===== src/sv/lcs_pkg.sv =====
`timescale 1ns / 1ps

package lcs_pkg;

    localparam int LCS_MAX_ROWS = 64;

    localparam int SYM_W   = 8;
    localparam int SCORE_W = 32;
    localparam int ROW_W   = 6;
    localparam int HEIGHT_W = 7;
    localparam int WIDTH_W  = 16;
    localparam int CFG_IDX_W  = 1;
    localparam int CFG_DATA_W = 16;

    // configuration register indexes
    localparam logic [CFG_IDX_W-1:0] REG_ROWS = 1'd0;
    localparam logic [CFG_IDX_W-1:0] REG_COLS = 1'd1;

    localparam logic KIND_BOTTOM = 1'b0;
    localparam logic KIND_BORDER = 1'b1;

    typedef enum logic [1:0] {
        CMD_LOAD   = 2'd0,
        CMD_CORNER = 2'd1,
        CMD_COLUMN = 2'd2,
        CMD_READ   = 2'd3
    } t_cmd;

    typedef struct packed {
        t_cmd               cmd;
        logic [ROW_W-1:0]   row_index;
        logic [SYM_W-1:0]   symbol;
        logic [SCORE_W-1:0] border_value;
    } t_in_item;

    typedef struct packed {
        logic [SCORE_W-1:0] score;
        logic               kind;
        logic               last;
    } t_out_item;

    // column wavefront token handed from one row cell to the next
    typedef struct packed {
        logic               valid;
        logic [SYM_W-1:0]   sym;
        logic [SCORE_W-1:0] up;
        logic [SCORE_W-1:0] diag;
        logic               last;
    } t_tok;

endpackage


===== src/sv/lcs_cell.sv =====
`timescale 1ns / 1ps

module lcs_cell (
    input  logic                        i_clk,
    input  logic                        i_rst_n,
    input  logic                        i_adv,
    input  logic                        i_active,
    input  logic                        i_load,
    input  logic [lcs_pkg::SYM_W-1:0]   i_load_sym,
    input  logic [lcs_pkg::SCORE_W-1:0] i_load_score,
    input  lcs_pkg::t_tok               i_tok,
    output lcs_pkg::t_tok               o_tok,
    output logic [lcs_pkg::SCORE_W-1:0] o_score
);
    import lcs_pkg::*;

    logic [SYM_W-1:0]   r_sym;
    logic [SCORE_W-1:0] r_score;
    logic               r_valid;
    logic [SYM_W-1:0]   r_sym_b;
    logic [SCORE_W-1:0] r_up;
    logic [SCORE_W-1:0] r_diag;
    logic               r_last;
    logic               w_take;
    logic [SCORE_W-1:0] w_cell;

    assign w_take = i_adv && i_tok.valid && i_active;

    always_comb begin
        if (r_sym == i_tok.sym) begin
            // diagonal plus one, held at full scale
            w_cell = (i_tok.diag == {SCORE_W{1'b1}}) ? i_tok.diag : i_tok.diag + 1'b1;
        end else begin
            w_cell = (i_tok.up > r_score) ? i_tok.up : r_score;
        end
    end

    always_ff @(posedge i_clk) begin
        if (!i_rst_n) begin
            r_valid <= 1'b0;
        end else if (i_adv) begin
            r_valid <= i_tok.valid && i_active;
        end
    end

    always_ff @(posedge i_clk) begin
        if (w_take) begin
            r_score <= w_cell;
            r_sym_b <= i_tok.sym;
            r_up    <= w_cell;
            r_diag  <= r_score;
            r_last  <= i_tok.last;
        end else if (i_load) begin
            r_score <= i_load_score;
        end
    end

    always_ff @(posedge i_clk) begin
        if (i_load) begin
            r_sym <= i_load_sym;
        end
    end

    assign o_tok = '{valid: r_valid, sym: r_sym_b, up: r_up, diag: r_diag, last: r_last};
    assign o_score = r_score;

endmodule


===== config.mk =====
export PLATFORM = sky130hd
export DESIGN_NAME = lcs_cell
export DESIGN_NICKNAME = d
export VERILOG_FILES = /design/src/sv/lcs_pkg.sv /design/src/sv/lcs_cell.sv
export SDC_FILE = /design/constraint.sdc
export NUM_CORES = 1
export LEC_CHECK = 0
export BUFFER_PORTS_ARGS = -buffer_cell sky130_fd_sc_hd__buf_2
export CORE_AREA = 3 3 124 126
export DETAILED_ROUTE_END_ITERATION = 12
export DIE_AREA = 0 0 127 129
export GPL_TIMING_DRIVEN = 1
export PLACE_DENSITY = 0.76
export SLEW_MARGIN = 30
export SYNTH_ARGS = -nofsm -noshare
export SYNTH_HDL_FRONTEND = slang
export SYNTH_SLANG_ARGS = --single-unit

===== constraint.sdc =====
create_clock -name i_clk -period 4 [get_ports i_clk]
set_input_delay 0.8 -clock i_clk [delete_from_list [all_inputs] [get_ports i_clk]]
set_output_delay 0.8 -clock i_clk [all_outputs]
set_load 0.01 [all_outputs]

After elaboration in Yosys (flattened, before gate mapping)
Index checks and enable logic that the tools add are counted.
- memory bits (writable): 0
- output and inout port bits: 106
- logic and storage cells: 20
- memories kept: 0
- bits in registers: 114
- latch bits: 0
- memory bits (read-only): 0
- input port bits: 119
- add/sub/neg operators: 1
- reductions and logical operators: 4
- muxes and demuxes: 5
- bitwise logic cells: 0
- shift-type cells: 0
- $lt $le $gt $ge: 1
- multipliers: 0
- divide/modulo/power cells: 0
- eq/ne operators: 2
- operator list (kind ; count):
    $mux 32 ; 5
    $add 32x1->32 const B ; 1
    $eq 32x32->1 const B ; 1
    $gt 32x32->1 ; 1
    $eq 8x8->1 ; 1
    $logic_and 1x1->1 ; 3
    $reduce_bool 2->1 ; 1

Longest topological paths before layout
Gate-level depths: netlist of run 1.
- word-level depth: 4
- gate-level depth with buffers: 9
- gate-level depth less buffers: 8

Worst setup path before layout of run 1
No wires, ideal clock.
- kind: input port to flip-flop
- from: input i_active
- to: register r_score[29], in the netlist o_score[29] (data pin)
- stages: 6
- path buffers: 2
- path slack: -0.247 ns
- required time: 3.837 ns
- arrival: 4.085 ns
- setup time: 0.163 ns
- cell sequence: nand3_1 -> inv_1 -> clkbuf_1 -> clkbuf_1 -> o32ai_1 -> a31oi_1
- word-level cells in the longest chain between the ends: 2
- RTL lines (what ; RTL line ; source):
    start, declared ; lcs_cell.sv:7 ; input logic i_active,
    $logic_and 1x1->1 ; lcs_cell.sv:27 ; assign w_take = i_adv && i_tok.valid && i_active;
    named net w_take ; lcs_cell.sv:24 ; logic w_take;
    $mux 32 ; lcs_cell.sv:47 ; if (w_take) begin
    end signal, assigned ; lcs_cell.sv:48 ; r_score <= w_cell;
    end signal, assigned ; lcs_cell.sv:54 ; r_score <= i_load_score;
    end, declared ; lcs_cell.sv:18 ; logic [SCORE_W-1:0] r_score;
The timed path passes the listed nets, and every way through them passes these cells.
A chain may end at the register's enable or synchronous reset.

Worst setup path after layout of run 1
- from: register r_score[29], in the netlist o_score[29]
- to: register r_up[23] (data pin)
- word-level cells in the longest chain between the ends: 3
- RTL lines (what ; RTL line ; source):
    $gt 32x32->1 ; lcs_cell.sv:34 ; w_cell = (i_tok.up > r_score) ? i_tok.up : r_score;
    $mux 32 ; lcs_cell.sv:34 ;
    $mux 32 ; lcs_cell.sv:30 ; if (r_sym == i_tok.sym) begin
    named net w_cell[23] ; lcs_cell.sv:25 ; logic [SCORE_W-1:0] w_cell;
    end signal, assigned ; lcs_cell.sv:50 ; r_up <= w_cell;
    end, declared ; lcs_cell.sv:21 ; logic [SCORE_W-1:0] r_up;
The timed path passes the listed nets, and every way through them passes these cells.

==> flow_results.xml, run 1 <==
<?xml version="1.0" encoding="UTF-8"?>
<metrics>
  <group name="critical_path">
    <metric name="critical_path.startpoint_type" unit="">flip-flop</metric>
    <metric name="startpoint_of_the_worst_slack_reg_to_reg_timing_path" unit="">o_score[29]</metric>
    <metric name="r2r_setup_slack" unit="ns">0.70</metric>
    <metric name="reg2reg_depth" unit="">9</metric>
    <metric name="timing.rr.end" unit="">r_up[23]</metric>
    <metric name="critical_path_class" unit="">reg -&gt; reg</metric>
    <metric name="critical_path_required" unit="ns">4.23</metric>
    <metric name="critical_path_peak_fanout" unit="">16</metric>
    <metric name="cp-end-kind" unit="">flip-flop</metric>
    <metric name="cp.arrival" unit="ns">3.53</metric>
  </group>
  <group name="cells_and_area">
    <metric name="syn2layout_area_growth" unit="%">30.2</metric>
    <metric name="fraction_of_layout_cells_with_a_size_suffix_above_1" unit="">0.333</metric>
    <metric name="final-instance-count-excl-fill" unit="">1041</metric>
    <metric name="mostFrequentLayoutCells" unit="">224 x buf_2, 113 x edfxtp_1, 70 x a31oi_1, 44 x nand3_1</metric>
    <metric name="layout.cell_area.non_filler" unit="mm^2">0.00850</metric>
    <metric name="fin_nets" unit="">993</metric>
    <metric name="layout_commonest_cell" unit="">buf_2</metric>
  </group>
  <group name="grt">
    <metric name="globalRouteTotalUtil" unit="">0.251</metric>
    <metric name="grt_pass1_vias" unit="">5891</metric>
    <metric name="use_met3" unit="">0.0664</metric>
    <metric name="antenna_found_initial" unit="">6</metric>
    <metric name="final_global_route_overflow_total" unit="">0</metric>
    <metric name="gr-usage-met1" unit="">0.330</metric>
    <metric name="grt_max_degree" unit="">111</metric>
    <metric name="grt_first_pass_wirelength" unit="um">31700</metric>
    <metric name="grt_busiest_layer" unit="">met2</metric>
    <metric name="gr-usage-met2" unit="">0.395</metric>
  </group>
  <group name="worst_hold_path">
    <metric name="holdCritStartpoint" unit="">r_valid</metric>
    <metric name="hold_path_end" unit="">r_valid</metric>
    <metric name="timing.hold.worst.class" unit="">reg -&gt; reg</metric>
    <metric name="hold_depth" unit="">2</metric>
  </group>
  <group name="place">
    <metric name="dp.final_hpwl" unit="um">15000</metric>
    <metric name="globalplace.congestion" unit="">0.910</metric>
    <metric name="dpl_cell_area" unit="mm^2">0.00792</metric>
    <metric name="post-place-cells" unit="">1006</metric>
    <metric name="buffers_on_ports" unit="">224</metric>
  </group>
  <group name="clock_tree">
    <metric name="cts_hold_buffers" unit="">0</metric>
    <metric name="tritoncts_clock_tree" unit="">yes</metric>
    <metric name="clk_root_buffer_cell" unit="">clkbuf_16</metric>
    <metric name="cts_inserted_buffers" unit="">17</metric>
    <metric name="clk_pin_slew_worst_paths" unit="ns">0.05</metric>
    <metric name="cts_htree_levels" unit="">4</metric>
    <metric name="numClockSinks" unit="">114</metric>
    <metric name="ctsLongestPathBuffers" unit="">2</metric>
    <metric name="postCtsSetupBuffers" unit="">0</metric>
    <metric name="insertion_delay" unit="ns">0.42</metric>
    <metric name="post_cts_resized" unit="">0</metric>
  </group>
  <group name="sta">
    <metric name="fin_skew" unit="ns">0.0104</metric>
    <metric name="timing.final.crit_share" unit="">0.826</metric>
    <metric name="slew_viol_final" unit="">0</metric>
    <metric name="holdWs" unit="ns">0.483</metric>
    <metric name="timing.setup.tns" unit="ns">0</metric>
    <metric name="relSlewSlack" unit="">0.436</metric>
    <metric name="timing.final.hold_violations" unit="">0</metric>
    <metric name="period_needed" unit="ns">3.30</metric>
    <metric name="tightest_slew" unit="ns">0.843</metric>
    <metric name="rsz_0062_raised_after_global_routing" unit="">false</metric>
    <metric name="fmax" unit="MHz">303</metric>
    <metric name="setup_viol" unit="">0</metric>
  </group>
  <group name="route">
    <metric name="drtPass1Iterations" unit="">8</metric>
    <metric name="detail_route.wirelength" unit="um">20900</metric>
    <metric name="via_count" unit="">6298</metric>
    <metric name="number_of_remaining_drc_errors" unit="">0</metric>
    <metric name="post_dr_wirelength_cell" unit="um">20.0</metric>
    <metric name="drtIter0Drc" unit="">625</metric>
    <metric name="detail-route-antenna-nets" unit="">0</metric>
    <metric name="avgViaCountPerCell" unit="">6.05</metric>
  </group>
  <group name="floorplanning">
    <metric name="die_area" unit="mm^2">0.0164</metric>
    <metric name="die_height" unit="um">129</metric>
    <metric name="die_width" unit="um">127</metric>
    <metric name="floorplan.initialDensity" unit="">0.452</metric>
    <metric name="core.rowCount" unit="">44</metric>
    <metric name="fp.coreArea" unit="mm^2">0.0144</metric>
    <metric name="floorplan.io_pins" unit="">225</metric>
  </group>
  <group name="pwr">
    <metric name="total_leakage_power" unit="nW">3.53</metric>
    <metric name="power.ir.vdd_worst" unit="mV">0.241</metric>
    <metric name="power_density" unit="mW/mm^2">410</metric>
  </group>
  <group name="yosys">
    <metric name="asyncSetResetFlopFracSynth" unit="">0</metric>
    <metric name="synth_cell_types" unit="">54</metric>
    <metric name="synth_sequential_area_ratio" unit="">0.523</metric>
    <metric name="yosys_warnings" unit="">0</metric>
    <metric name="ys_dominant_reg_cell" unit="">edfxtp_1</metric>
    <metric name="number_of_flops_mapped_to_enable_cells_by_yosys" unit="">113</metric>
    <metric name="synth_area" unit="mm^2">0.00653</metric>
    <metric name="synth_fp_nets" unit="">771</metric>
    <metric name="synth_area_per_cell" unit="um^2">10.5</metric>
    <metric name="synthesis.instances" unit="">619</metric>
    <metric name="synthesis_stage_register_bit_count" unit="">114</metric>
  </group>
  <group name="run">
    <metric name="cap_violations" unit="">0</metric>
  </group>
  <group name="outcome">
    <metric name="run_status" unit="">completed</metric>
  </group>
</metrics>
==> Yosys cell counts, drive strengths merged, types with 8 or more instances <==
library cell | count | area share
a21oi | 21 | 0.016
a31oi | 70 | 0.067
and2 | 8 | 0.0077
and4 | 8 | 0.011
clkbuf | 31 | 0.018
edfxtp | 113 | 0.52
ha | 33 | 0.063
inv | 42 | 0.024
nand2 | 17 | 0.0098
nand3 | 44 | 0.034
nand4 | 18 | 0.019
nor2 | 35 | 0.020
nor3 | 15 | 0.012
o21ai | 41 | 0.031
o22ai | 14 | 0.013
xnor2 | 16 | 0.021
xor2 | 8 | 0.011
==> logic make-up after synthesis <==
| group | Yosys count | share of synthesized area |
|---|---|---|
| adders and majority gates | 33 | 0.0633 |
| xor gates and xnor gates | 24 | 0.0322 |
| AOI/OAI and AO/OA | 193 | 0.189 |
| DFF | 114 | 0.523 |
| and+or+nand+nor | 176 | 0.144 |
| muxes | 1 | 0.00153 |
| buffers and inverters | 78 | 0.0462 |
==> layer usage <==
metal	wire length (um)	part of all wire	vias to the layer above
li1	-	-	2885
met1	8520	0.41	2979
met2	9750	0.47	379
met3	1990	0.095	51
met4	581	0.028	4
met5	22	0.0011	-
==> how the worst max path moves through the flow <==
stage / startpoint / endpoint / cells after the start
final: o_score[29] / r_up[23] / 9
after global routing: o_score[29] / r_up[23] / 9
after CTS: o_score[29] / r_up[23] / 9
after detailed placement: i_tok[63] / o_score[0] / 9
after global placement: i_tok[63] / r_up[29] / 9
after floorplan: i_active / o_score[29] / 6
==> cell type report <==
type	instances	area [um^2]
diodes	4	10.0
clock buffers	18	429
clock inverters	13	144
fillers	1294	5930
inverters	42	160
multi-input cells	427	2840
flip-flops and latches	114	3410
well taps	184	230
repair buffers	239	1270
==> sequential cells by signal, summed over array words and instances (netlist names) <==
| name | cells |
|---|---|
| r_diag | 32 |
| r_up | 32 |
| r_valid | 1 |
| r_sym_b | 8 |
| r_sym | 8 |
| o_score | 32 |
| r_last | 1 |
==> where the power goes <==
group | leakage (nW) | switching (W) | internal [W]
combinational | 2.18 | 0.000321 | 0.000220
clock | 0.274 | 0.000533 | 0.000961
sequential | 1.07 | 0.0000415 | 0.00141
==> per-stage QoR <==
step	utilization	setup slack [ns]	total power, W
3_5_place_dp	0.549	0.366	0.00201
2_1_floorplan	-	1.00	0.00177
4_1_cts	0.588	0.738	0.00350
5_1_grt	0.589	0.493	0.00363
6_report	0.589	0.697	0.00349
3_3_place_gp	0.549	0.422	0.00200
==> worst max-delay path, cell delays in order, from the launching register on <==
cell and delay (ns):
edfxtp_1 0.47, inv_1 0.07, ha_1 0.30, nand4_1 0.16, or4_1 0.68, nor2_1 0.38, a311o_1 0.46, buf_12 0.21
nand3_1 0.11, a31oi_1 0.28
Note: power is estimated with default switching activity, not from simulation.
==> run 2: changes to the inputs <==
==> constraint.sdc (replaced) <==
create_clock -name i_clk -period 2.8 [get_ports i_clk]
set_input_delay 0.56 -clock i_clk [delete_from_list [all_inputs] [get_ports i_clk]]
set_output_delay 0.56 -clock i_clk [all_outputs]
set_load 0.01 [all_outputs]
==> flow_results.xml, run 2 (same netlist as run 1, synthesis figures left out) <==
<?xml version="1.0" encoding="UTF-8"?>
<metrics>
  <group name="place">
    <metric name="buffers_on_ports" unit="">224</metric>
    <metric name="dp.final_hpwl" unit="um">15800</metric>
    <metric name="dpl_cell_area" unit="mm^2">0.00849</metric>
    <metric name="post-place-cells" unit="">1080</metric>
    <metric name="globalplace.congestion" unit="">0.894</metric>
  </group>
  <group name="clock_tree">
    <metric name="cts_hold_buffers" unit="">0</metric>
    <metric name="tritoncts_clock_tree" unit="">yes</metric>
    <metric name="cts_htree_levels" unit="">4</metric>
    <metric name="numClockSinks" unit="">114</metric>
    <metric name="cts_inserted_buffers" unit="">17</metric>
    <metric name="clk_pin_slew_worst_paths" unit="ns">0.05</metric>
    <metric name="ctsLongestPathBuffers" unit="">2</metric>
    <metric name="insertion_delay" unit="ns">0.41</metric>
    <metric name="clk_root_buffer_cell" unit="">clkbuf_16</metric>
  </group>
  <group name="sta">
    <metric name="timing.final.crit_share" unit="">0.977</metric>
    <metric name="relSlewSlack" unit="">0.543</metric>
    <metric name="holdWs" unit="ns">0.325</metric>
    <metric name="timing.final.hold_violations" unit="">0</metric>
    <metric name="fin_skew" unit="ns">0.00672</metric>
    <metric name="rsz_0062_raised_after_global_routing" unit="">true</metric>
    <metric name="tightest_slew" unit="ns">0.668</metric>
    <metric name="timing.setup.tns" unit="ns">0</metric>
    <metric name="slew_viol_final" unit="">0</metric>
    <metric name="setup_viol" unit="">0</metric>
    <metric name="fmax" unit="MHz">365</metric>
    <metric name="period_needed" unit="ns">2.74</metric>
  </group>
  <group name="critical_path">
    <metric name="critical_path.startpoint_type" unit="">flip-flop</metric>
    <metric name="critical_path_class" unit="">reg -&gt; reg</metric>
    <metric name="cp.arrival" unit="ns">2.88</metric>
    <metric name="cp-end-kind" unit="">flip-flop</metric>
    <metric name="critical_path_peak_fanout" unit="">13</metric>
    <metric name="r2r_setup_slack" unit="ns">0.06</metric>
    <metric name="critical_path_required" unit="ns">2.94</metric>
  </group>
  <group name="floorplanning">
    <metric name="fp.coreArea" unit="mm^2">0.0144</metric>
    <metric name="floorplan.io_pins" unit="">225</metric>
    <metric name="floorplan.initialDensity" unit="">0.452</metric>
    <metric name="die_height" unit="um">129</metric>
    <metric name="die_width" unit="um">127</metric>
    <metric name="die_area" unit="mm^2">0.0164</metric>
    <metric name="core.rowCount" unit="">44</metric>
  </group>
  <group name="cells_and_area">
    <metric name="num-fill-cells" unit="">1209</metric>
    <metric name="ff_latch_area" unit="mm^2">0.00341</metric>
    <metric name="layout.cell_area.non_filler" unit="mm^2">0.00908</metric>
    <metric name="layout.core_utilization" unit="">0.629</metric>
    <metric name="syn2layout_area_growth" unit="%">39.1</metric>
    <metric name="fraction_of_layout_cells_with_a_size_suffix_above_1" unit="">0.391</metric>
    <metric name="mostFrequentLayoutCells" unit="">224 x buf_2, 113 x edfxtp_1, 84 x buf_4, 67 x a31oi_1, 44 x nand3_1</metric>
    <metric name="layout_commonest_cell" unit="">buf_2</metric>
    <metric name="final-instance-count-excl-fill" unit="">1112</metric>
    <metric name="fin_nets" unit="">1069</metric>
    <metric name="multi_input_comb_area" unit="mm^2">0.00289</metric>
  </group>
  <group name="route">
    <metric name="detail-route-antenna-nets" unit="">0</metric>
    <metric name="drtPass1Iterations" unit="">6</metric>
    <metric name="post_dr_wirelength_cell" unit="um">19.6</metric>
    <metric name="via_count" unit="">6668</metric>
    <metric name="detail_route.wirelength" unit="um">21800</metric>
    <metric name="avgViaCountPerCell" unit="">6.00</metric>
    <metric name="drtIter0Drc" unit="">714</metric>
    <metric name="number_of_remaining_drc_errors" unit="">0</metric>
  </group>
  <group name="grt">
    <metric name="grt_pass1_vias" unit="">6225</metric>
    <metric name="grt_first_pass_wirelength" unit="um">32700</metric>
    <metric name="antenna_found_initial" unit="">3</metric>
    <metric name="final_global_route_overflow_total" unit="">0</metric>
    <metric name="globalRouteTotalUtil" unit="">0.258</metric>
    <metric name="grt_max_degree" unit="">111</metric>
  </group>
  <group name="pwr">
    <metric name="power_density" unit="mW/mm^2">536</metric>
    <metric name="power.ir.vdd_worst" unit="mV">0.348</metric>
    <metric name="total_leakage_power" unit="nW">3.87</metric>
  </group>
  <group name="outcome">
    <metric name="run_status" unit="">completed</metric>
  </group>
  <group name="run">
    <metric name="cap_violations" unit="">0</metric>
  </group>
  <group name="worst_hold_path">
    <metric name="timing.hold.worst.class" unit="">in -&gt; reg</metric>
  </group>
</metrics>
[run 2: cell types whose count changed in the layout (fill, tap and decap cells not counted), sizes merged]
cell and delta:
clkinv +2, bufinv -2, clkbuf +1, diode -3
clkinvlp -2, buf +75
[run 2: final timing paths]
kind,endpoint,depth (start not counted),start
worst max-delay path,o_score[24],10,o_score[15]
worst min-delay path,r_sym[1],1,i_load_sym[1]
worst max register to register,o_score[24],10,o_score[15]
worst min register to register,r_valid,2,r_valid
[run 2: repair_timing]
action,4_1_cts,5_1_grt
setup buffers,0,1
pin swaps,2,4
resized for setup,2,24
gates cloned,0,1
endpoints found under the setup margin,32,64
hold endpoints to repair,0,0
[run 2: through the flow]
step / worst slack [ns] / total power, W
after detailed placement: -0.309 / 0.00297
after global routing: -0.0390 / 0.00507
after global placement: -0.248 / 0.00295
final: 0.0633 / 0.00487
after floorplan: 0.0442 / 0.00252
after CTS: 0.0165 / 0.00487
[run 2: routing by layer]
layer / wire length (um) / part of all wire / vias to the layer above / GRT usage
met2: 10300 / 0.47 / 431 / 0.415
met5: 25 / 0.0011 / - / 0
met4: 697 / 0.032 / 4 / 0.117
met3: 2250 / 0.10 / 67 / 0.0635
li1: - / - / 3034 / -
met1: 8540 / 0.39 / 3132 / 0.331
[run 2: area by class of cell]
| class | count | share of cell area |
|---|---|---|
| antenna | 1 | 0.000276 |
| clock buffer | 18 | 0.0473 |
| clock inverter | 11 | 0.00813 |
| inverter | 42 | 0.0176 |
| multi-input combinational | 427 | 0.318 |
| sequential | 114 | 0.376 |
| tap | 184 | 0.0254 |
| timing repair buffer | 315 | 0.207 |
[run 2: power by group]
group	internal (W)	switching, W
sequential	0.00201	0.0000352
combinational	0.000413	0.000520
clock	0.00117	0.000710
total	0.00360	0.00127
[run 2: worst max-delay path, stage by stage, from the launching register on]
cell	delay (ns)
edfxtp_1	0.36
inv_1	0.05
ha_1	0.30
nand4_1	0.15
buf_4	0.18
a2111o_1	0.45
buf_4	0.16
a311o_2	0.37
clkbuf_16	0.21
nand3_1	0.13
a31oi_1	0.11
